<file path="src/design/lrtf_pkg.sv">
// Shared types and codes for the longest-remaining-time-first scheduler.
package lrtf_pkg;

  localparam int unsigned TimeW = 16;
  localparam logic [TimeW-1:0] TimeMax = '1;

  typedef enum logic [1:0] {
    KIND_LOAD  = 2'd0,
    KIND_TICK  = 2'd1,
    KIND_CLEAR = 2'd2
  } lrtf_kind_e;

  typedef enum logic {
    ST_IDLE = 1'b0,
    ST_SCAN = 1'b1
  } lrtf_state_e;

  typedef struct packed {
    logic [1:0]       kind;
    logic [TimeW-1:0] job_id;
    logic [TimeW-1:0] arrival_time;
    logic [TimeW-1:0] burst_time;
  } lrtf_cmd_t;

  typedef struct packed {
    logic [TimeW-1:0] ran_id;
    logic             idle;
    logic [TimeW-1:0] end_time;
    logic             finished;
    logic [TimeW-1:0] turnaround;
    logic [TimeW-1:0] waiting;
    logic             all_done;
  } lrtf_rslt_t;

  // Running best-so-far that walks down the cell row during a tick.
  typedef struct packed {
    logic             vld;    // token present at this stage
    logic             found;  // some runnable job seen so far
    logic             other;  // some loaded job with work, other than the best
    logic [TimeW-1:0] rem;
    logic [TimeW-1:0] id;
    logic [TimeW-1:0] arr;
    logic [TimeW-1:0] burst;
  } lrtf_tok_t;

endpackage

</file>
<file path="src/design/lrtf_cell.sv">
// One job slot of the scheduler row: holds a job and compares it against the passing token.
module lrtf_cell #(
  parameter int unsigned SLOT_W = 4,
  parameter int unsigned IDX    = 0
) (
  input  logic                      clk_i,
  input  logic                      rst_ni,
  input  logic                      wr_en_i,
  input  logic                      dec_en_i,
  input  logic                      slot_vld_i,
  input  lrtf_pkg::lrtf_cmd_t       cmd_i,
  input  logic [lrtf_pkg::TimeW-1:0] cur_time_i,
  input  lrtf_pkg::lrtf_tok_t       tok_i,
  input  logic [SLOT_W-1:0]         slot_i,
  output lrtf_pkg::lrtf_tok_t       tok_o,
  output logic [SLOT_W-1:0]         slot_o
);
  import lrtf_pkg::*;

  localparam logic [SLOT_W-1:0] MySlot = SLOT_W'(IDX);

  logic [TimeW-1:0] id_q, arr_q, burst_q, rem_q;
  lrtf_tok_t        tok_d, tok_q;
  logic [SLOT_W-1:0] slot_d, slot_q;
  logic live, runnable, better;

  always_ff @(posedge clk_i) begin
    if (wr_en_i) begin
      id_q    <= cmd_i.job_id;
      arr_q   <= cmd_i.arrival_time;
      burst_q <= cmd_i.burst_time;
      rem_q   <= cmd_i.burst_time;
    end else if (dec_en_i) begin
      rem_q <= rem_q - 1'b1;
    end
  end

  always_comb begin
    live     = slot_vld_i && (rem_q != '0);
    runnable = live && (arr_q <= cur_time_i);
    // strict compares keep the earlier slot on full ties
    better   = !tok_i.found || (rem_q > tok_i.rem) ||
               ((rem_q == tok_i.rem) && (id_q < tok_i.id));
    tok_d  = tok_i;
    slot_d = slot_i;
    if (runnable && better) begin
      tok_d.found = 1'b1;
      tok_d.other = tok_i.other | tok_i.found;
      tok_d.rem   = rem_q;
      tok_d.id    = id_q;
      tok_d.arr   = arr_q;
      tok_d.burst = burst_q;
      slot_d      = MySlot;
    end else if (live) begin
      tok_d.other = 1'b1;
    end
  end

  always_ff @(posedge clk_i or negedge rst_ni) begin
    if (!rst_ni) begin
      tok_q  <= '0;
      slot_q <= '0;
    end else begin
      tok_q  <= tok_d;
      slot_q <= slot_d;
    end
  end

  assign tok_o  = tok_q;
  assign slot_o = slot_q;

endmodule

</file>
<file path="src/design/longest_remaining_time_first_scheduler_top.sv">
// Top level of the longest-remaining-time-first scheduler: control and the cell row.
//
// Usage:
//  - One command word on cmd_i is taken at a clock edge where start is high and
//    busy is low. kind LOAD stores a job in the next free slot (ignored once all
//    MAX_JOBS slots hold jobs), CLEAR empties the table and zeroes time, TICK runs
//    one time unit. An unknown kind is taken and does nothing.
//  - LOAD and CLEAR finish in the cycle they are taken; busy stays low.
//  - A TICK sends a token down the row of MAX_JOBS cells, one cell per cycle.
//    Each cell compares its job with the best seen so far and passes the token
//    on. When the token leaves the last cell, the winner's remaining work is
//    decremented, time advances (saturating) and the result word is registered.
//  - A tick passes through the seed register and every cell of the row before
//    its result is registered; busy stays high until the result is registered,
//    so a new tick is taken only once the last one has finished.
//  - The result word is on rslt_o for exactly one cycle with rslt_valid_o high.
//    The receiver cannot stall it; only ticks produce results.
//  - Reset (rst_ni low, asynchronous) empties the table, zeroes time and drops
//    any tick in flight. Job slots themselves are not cleared.
module longest_remaining_time_first_scheduler_top #(
  parameter int unsigned MAX_JOBS = 16
) (
  input  logic                 clk_i,
  input  logic                 rst_ni,
  input  logic                 start,
  output logic                 busy,
  input  lrtf_pkg::lrtf_cmd_t  cmd_i,
  output lrtf_pkg::lrtf_rslt_t rslt_o,
  output logic                 rslt_valid_o
);
  import lrtf_pkg::*;

  localparam int unsigned SlotW = (MAX_JOBS > 1) ? $clog2(MAX_JOBS) : 1;
  localparam int unsigned CntW  = $clog2(MAX_JOBS + 1);
  localparam logic [CntW-1:0] CntFull = CntW'(MAX_JOBS);

  lrtf_state_e state_q, state_d;
  logic [CntW-1:0]  count_q, count_d;
  logic [TimeW-1:0] time_q, time_d;
  logic             seed_vld_q;
  logic             accept, do_load, do_clear, do_tick, finish;

  lrtf_tok_t        tok    [MAX_JOBS+1];
  logic [SlotW-1:0] slot   [MAX_JOBS+1];
  logic [MAX_JOBS-1:0] wr_en, dec_en, slot_vld;

  lrtf_tok_t        last;
  lrtf_rslt_t       rslt_d, rslt_q;
  logic             rslt_vld_q;
  logic [TimeW-1:0] end_time, tat;

  assign accept   = start && !busy;
  assign do_load  = accept && (cmd_i.kind == KIND_LOAD);
  assign do_clear = accept && (cmd_i.kind == KIND_CLEAR);
  assign do_tick  = accept && (cmd_i.kind == KIND_TICK);
  assign last     = tok[MAX_JOBS];
  assign finish   = (state_q == ST_SCAN) && last.vld;

  // ---- control FSM ----
  always_comb begin
    state_d = state_q;
    unique case (state_q)
      ST_IDLE: if (do_tick) state_d = ST_SCAN;
      ST_SCAN: if (finish)  state_d = ST_IDLE;
      default: state_d = ST_IDLE;
    endcase
  end

  always_comb begin
    busy = (state_q != ST_IDLE);
  end

  always_ff @(posedge clk_i or negedge rst_ni) begin
    if (!rst_ni) begin
      state_q    <= ST_IDLE;
      count_q    <= '0;
      time_q     <= '0;
      seed_vld_q <= 1'b0;
      rslt_vld_q <= 1'b0;
    end else begin
      state_q    <= state_d;
      count_q    <= count_d;
      time_q     <= time_d;
      seed_vld_q <= do_tick;
      rslt_vld_q <= finish;
    end
  end

  // ---- table count and time ----
  always_comb begin
    count_d = count_q;
    time_d  = time_q;
    if (do_clear) begin
      count_d = '0;
      time_d  = '0;
    end else if (do_load && (count_q != CntFull)) begin
      count_d = count_q + 1'b1;
    end else if (finish) begin
      time_d = end_time;
    end
  end

  // ---- per-slot strobes ----
  always_comb begin
    for (int i = 0; i < MAX_JOBS; i++) begin
      wr_en[i]    = do_load && (count_q == CntW'(i));
      slot_vld[i] = (CntW'(i) < count_q);
      dec_en[i]   = finish && last.found && (slot[MAX_JOBS] == SlotW'(i));
    end
  end

  // ---- seed token: nothing found yet ----
  always_comb begin
    tok[0]       = '0;
    tok[0].vld   = seed_vld_q;
    slot[0]      = '0;
  end

  // ---- cell row ----
  for (genvar g = 0; g < MAX_JOBS; g++) begin : g_cell
    lrtf_cell #(
      .SLOT_W (SlotW),
      .IDX    (g)
    ) u_cell (
      .clk_i      (clk_i),
      .rst_ni     (rst_ni),
      .wr_en_i    (wr_en[g]),
      .dec_en_i   (dec_en[g]),
      .slot_vld_i (slot_vld[g]),
      .cmd_i      (cmd_i),
      .cur_time_i (time_q),
      .tok_i      (tok[g]),
      .slot_i     (slot[g]),
      .tok_o      (tok[g+1]),
      .slot_o     (slot[g+1])
    );
  end

  // ---- result formation when the token leaves the row ----
  always_comb begin
    end_time = (time_q == TimeMax) ? time_q : time_q + 1'b1;
    // arrival never exceeds the pre-tick time, so this cannot underflow
    tat      = end_time - last.arr;
    rslt_d   = '0;
    rslt_d.end_time = end_time;
    if (last.found) begin
      rslt_d.ran_id   = last.id;
      rslt_d.all_done = !(last.other || (last.rem != TimeW'(1)));
      if (last.rem == TimeW'(1)) begin
        rslt_d.finished   = 1'b1;
        rslt_d.turnaround = tat;
        // time saturation can push this below zero; clamp
        rslt_d.waiting    = (tat >= last.burst) ? tat - last.burst : '0;
      end
    end else begin
      rslt_d.idle     = 1'b1;
      rslt_d.all_done = !last.other;
    end
  end

  always_ff @(posedge clk_i) begin
    if (finish) begin
      rslt_q <= rslt_d;
    end
  end

  assign rslt_o       = rslt_q;
  assign rslt_valid_o = rslt_vld_q;

endmodule

</file>
<file path="config.mk">
export PLATFORM = sky130hd
export DESIGN_NAME = longest_remaining_time_first_scheduler_top
export DESIGN_NICKNAME = d
export VERILOG_FILES = /design/src/design/lrtf_pkg.sv /design/src/design/lrtf_cell.sv /design/src/design/longest_remaining_time_first_scheduler_top.sv
export SDC_FILE = /design/constraint.sdc
export NUM_CORES = 2
export LEC_CHECK = 0
export ABC_AREA = 1
export BUFFER_PORTS_ARGS = -buffer_cell sky130_fd_sc_hd__clkbuf_2
export CAP_MARGIN = 15
export CORE_UTILIZATION = 45
export CTS_CLUSTER_SIZE = 28
export DETAILED_ROUTE_END_ITERATION = 8
export SYNTH_ARGS = -nofsm -noshare
export SYNTH_HDL_FRONTEND = slang
export SYNTH_SLANG_ARGS = --single-unit
</file>
<file path="constraint.sdc">
create_clock -name clk_i -period 4.5 [get_ports clk_i]
set_clock_uncertainty 0.2 [all_clocks]
set_input_delay 0.675 -clock clk_i [delete_from_list [all_inputs] [get_ports clk_i]]
set_output_delay 0.675 -clock clk_i [all_outputs]
set_load 0.1 [all_outputs]
</file>
==> flow_summary.json <==
{
  "design.core.area_um2": 233000,
  "ys_top_cells_by_area": "edfxtp_1 31%, dfrtp_1 27%, nand2_1 12%, ha_1 9.2%, nand3_1 5.2%",
  "arrival_ns": 4.77,
  "start_util": 0.453,
  "maxCapViolations": 0,
  "max_freq_ghz": 0.236,
  "r2r-start": "time_q[0]",
  "multi_input_area_um2": 38600,
  "boundaryPins": 122,
  "hold_path_end": "g_cell[7].u_cell.rem_q[0]",
  "pwr-share-seq": 0.512,
  "drt-initial-drc-count": 5124,
  "grt.overflow.total": 0,
  "regArea_um2": 61400,
  "fin_area_um2": 120000,
  "fin_crit_sh": 0.943,
  "hp-start": "cmd_i[0]",
  "num_vias": 74910,
  "worst_pin_slew_ns": 1.19,
  "grt_pass1_wl_mm": 433,
  "layout-drive-gt1-share": 0.0918,
  "final-setup-viol-count": 0,
  "ir_worst_vdd_mv": 0.392,
  "syn_inst": 10851,
  "power_leakage_nw": 57.1,
  "cts_buffers": 235,
  "synth-xor-area-share": 0.0138,
  "antenna_found_initial": 18,
  "drt_wl_total_mm": 277,
  "clk_path_buf_depth": 3,
  "drc_errors": 0,
  "cts_sinks": 2236,
  "yosys_warnings": 0,
  "layout_setup_ws_ns": 0.255,
  "grt_pass1_vias": 75920,
  "die-area_um2": 236000,
  "place_area_um2": 111000,
  "synth_largest_area_cell": "edfxtp_1",
  "ant_nets": 0,
  "internal_power_mw": 33.2,
  "ff2ff_setup_slack_ns": 0.26,
  "synth_flop_cell": "dfrtp_1",
  "clk_pin_slew_ns": 0.06,
  "async_flop_share": 0.512,
  "synth_top_cell_area_share": 0.311,
  "preCtsSetupSlack_ns": -0.209,
  "tritoncts": "yes",
  "htreeDepth": 4,
  "hold_depth": 3,
  "syn_nets": 11678,
  "hold_violations": 0,
  "clock_latency_ns": 0.87,
  "synth_enable_flop_cells": 1091,
  "grtUsageTotal": 0.235,
  "r2r-end": "rslt_o[16]",
  "slowest_delay_ns": 0.41,
  "startpoint_type": "flip-flop",
  "avgViaCountPerCell": 5.18,
  "worst_path_max_delay_cell": "dfrtp_2",
  "fillers": 20760,
  "netlist_area_um2": 105000,
  "combPwrFrac": 0.014,
  "die_h_um": 486,
  "crit_path_end_kind": "flip-flop",
  "hold_path.class": "in -> reg",
  "synth.avg_cell_area_um2": 9.70,
  "p_per_area_nw_per_um2": 349,
  "path_buf_inv": 6,
  "yosysMostFrequentCell": "nand2_1",
  "maxSlewViolCount": 0,
  "synthMuxAreaShare": 0,
  "gp_congestion": 0.935,
  "worst-setup-path-type": "reg -> reg",
  "synth_top_family_by_area": "simple AND/OR/NAND/NOR gates",
  "yosysSeqAreaShare": 0.584,
  "crit_fanout": 8,
  "synth_compound_area_frac": 0.0474,
  "p_clk_frac": 0.474,
  "synth_simple_gate_area_share": 0.206,
  "port_buffers": 121,
  "fin_crit_ns": 4.24,
  "grt_max_degree": 137,
  "layout.nets": 12012,
  "synth_adder_area_share": 0.0922,
  "die_w_um": 486,
  "p_sw_frac": 0.207,
  "detail_route.wl_per_cell_um": 19.2,
  "required_ns": 5.02,
  "r2r_cells": 27,
  "hpwlAfterDp_mm": 205,
  "synth_common_cells": "3,303 x nand2_1, 1,145 x dfrtp_1, 1,109 x inv_1, 1,097 x nand3_1, 1,091 x edfxtp_1",
  "fin_hold_ws_ns": 0.145,
  "cpMostUsedCell": "nand2_2",
  "cts_root_buf": "clkbuf_16",
  "synthDistinctLibCells": 54,
  "synth-seq-cells": 2236,
  "p_sw_mw": 8.65,
  "dr.pass1.iters": 6,
  "num_rows": 177,
  "slew_headroom": 0.210,
  "cp_top_family": "simple AND/OR/NAND/NOR gates",
  "outcome": "finished, final reports clean",
  "syn2layout_area_growth_pct": 13.8
}
-- worst reg2reg max path: stages, from the launching register on --
cell       delay, ns
dfrtp_2         0.41
ha_4            0.15
inv_2           0.05
nor2_4          0.10
nand2_2         0.08
nor2_4          0.15
nand3_4         0.12
buf_4           0.16
nand2_1         0.06
xor2_1          0.19
ha_1            0.31
nand2_2         0.12
inv_1           0.05
a21oi_2         0.12
nand2_2         0.11
nand2_1         0.07
nand2_1         0.06
xor2_1          0.15
buf_4           0.15
ha_4            0.27
buf_4           0.10
nand4_1         0.16
nor3_4          0.19
o21ai_1         0.09
nand3_1         0.08
nand2_2         0.10
clkbuf_16       0.18
a21oi_1         0.11
-- power groups by stage --
stage                     Clock, mW  Combinational (mW)  Sequential [mW]
after floorplan                   0              0.0242             21.8
after global placement            0               0.609             21.8
after detailed placement          0               0.616             21.8
after CTS                      20.3               0.619             21.4
after global routing           21.1               0.654             21.4
final                          19.8               0.594             21.4
-- how the worst max path moves through the flow --
stage / startpoint / end / slack (ns) / cells past startpoint
5_1_grt: time_q[0] / rslt_o[16] / -0.03 / 28
3_3_place_gp: time_q[0] / rslt_o[13] / -0.29 / 24
4_1_cts: time_q[0] / rslt_o[16] / 0.007 / 26
6_report: time_q[0] / rslt_o[16] / 0.26 / 27
3_5_place_dp: time_q[0] / rslt_o[11] / -0.21 / 24
2_1_floorplan: time_q[0] / rslt_o[13] / 0.008 / 26
-- repair_timing --
action,4_1_cts,5_1_grt
setup buffers,5,8
endpoints found under the hold margin,81,0
gates cloned,0,1
hold buffers,5,0
endpoints found under the setup margin,16,16
resized for setup,18,83
pin swaps,12,35
-- cells in the final DEF, fill, tap and decap left out, types with 21 or more instances in the layout --
cell type and instances:
nand2_1 3277, dfrtp_1 1144, inv_1 1097, edfxtp_1 1091
nand3_1 1078, ha_1 760, nor2_1 564, a21oi_1 383
buf_4 326, o21ai_0 318, clkbuf_16 239, clkbuf_2 120
xor2_1 100, clkbuf_1 73, nor3_1 68, xnor2_1 60
nor4_1 57, nand4_1 55, o21a_1 55, a31oi_1 50
clkbuf_8 44, o21ai_1 34, or2_2 34, clkinv_2 32
nand2_2 29, buf_12 29, inv_2 24, bufinv_16 21
-- routing by layer --
metal  GRT usage  share of wire
met1       0.308           0.44
met2       0.404           0.48
met3      0.0278          0.045
met4      0.0794          0.033
met5           0              0
-- metrics by stage --
step,utilization,power (mW),std cells,TNS [ns]
2_1_floorplan,-,21.9,10851,0
3_3_place_gp,0.478,22.4,13972,-4.47
3_5_place_dp,0.478,22.4,13972,-3.23
4_1_cts,0.513,42.3,14431,0
5_1_grt,0.515,43.1,14441,-0.188
6_report,0.515,41.8,14450,0
-- sequential cells by signal, summed over array words and instances (netlist names) --
name	count
count_q	5
seed_vld_q	1
time_q	16
g_cell.u_cell.arr_q	256
rslt_o	67
g_cell.u_cell.slot_o	49
rslt_valid_o	1
g_cell.u_cell.burst_q	256
g_cell.u_cell.id_q	256
busy	1
g_cell.u_cell.rem_q	256
g_cell.u_cell.tok_o	1072
-- logic make-up after synthesis --
family | Yosys count
flops | 2236
xor+xnor | 166
buf+inv | 1508
fa+ha+maj | 774
simple gates | 5241
compound gates | 926
-- area by class of cell --
cell class | instances | share of cell area
flip-flops and latches | 2236 | 0.513
multi-input cells | 7107 | 0.322
clock buffers | 355 | 0.0571
inverters | 1124 | 0.0352
well taps | 3043 | 0.0318
repair buffers | 481 | 0.0309
clock inverters | 94 | 0.0102
diodes | 10 | 0.000209
(Power assumes the default switching activity.)
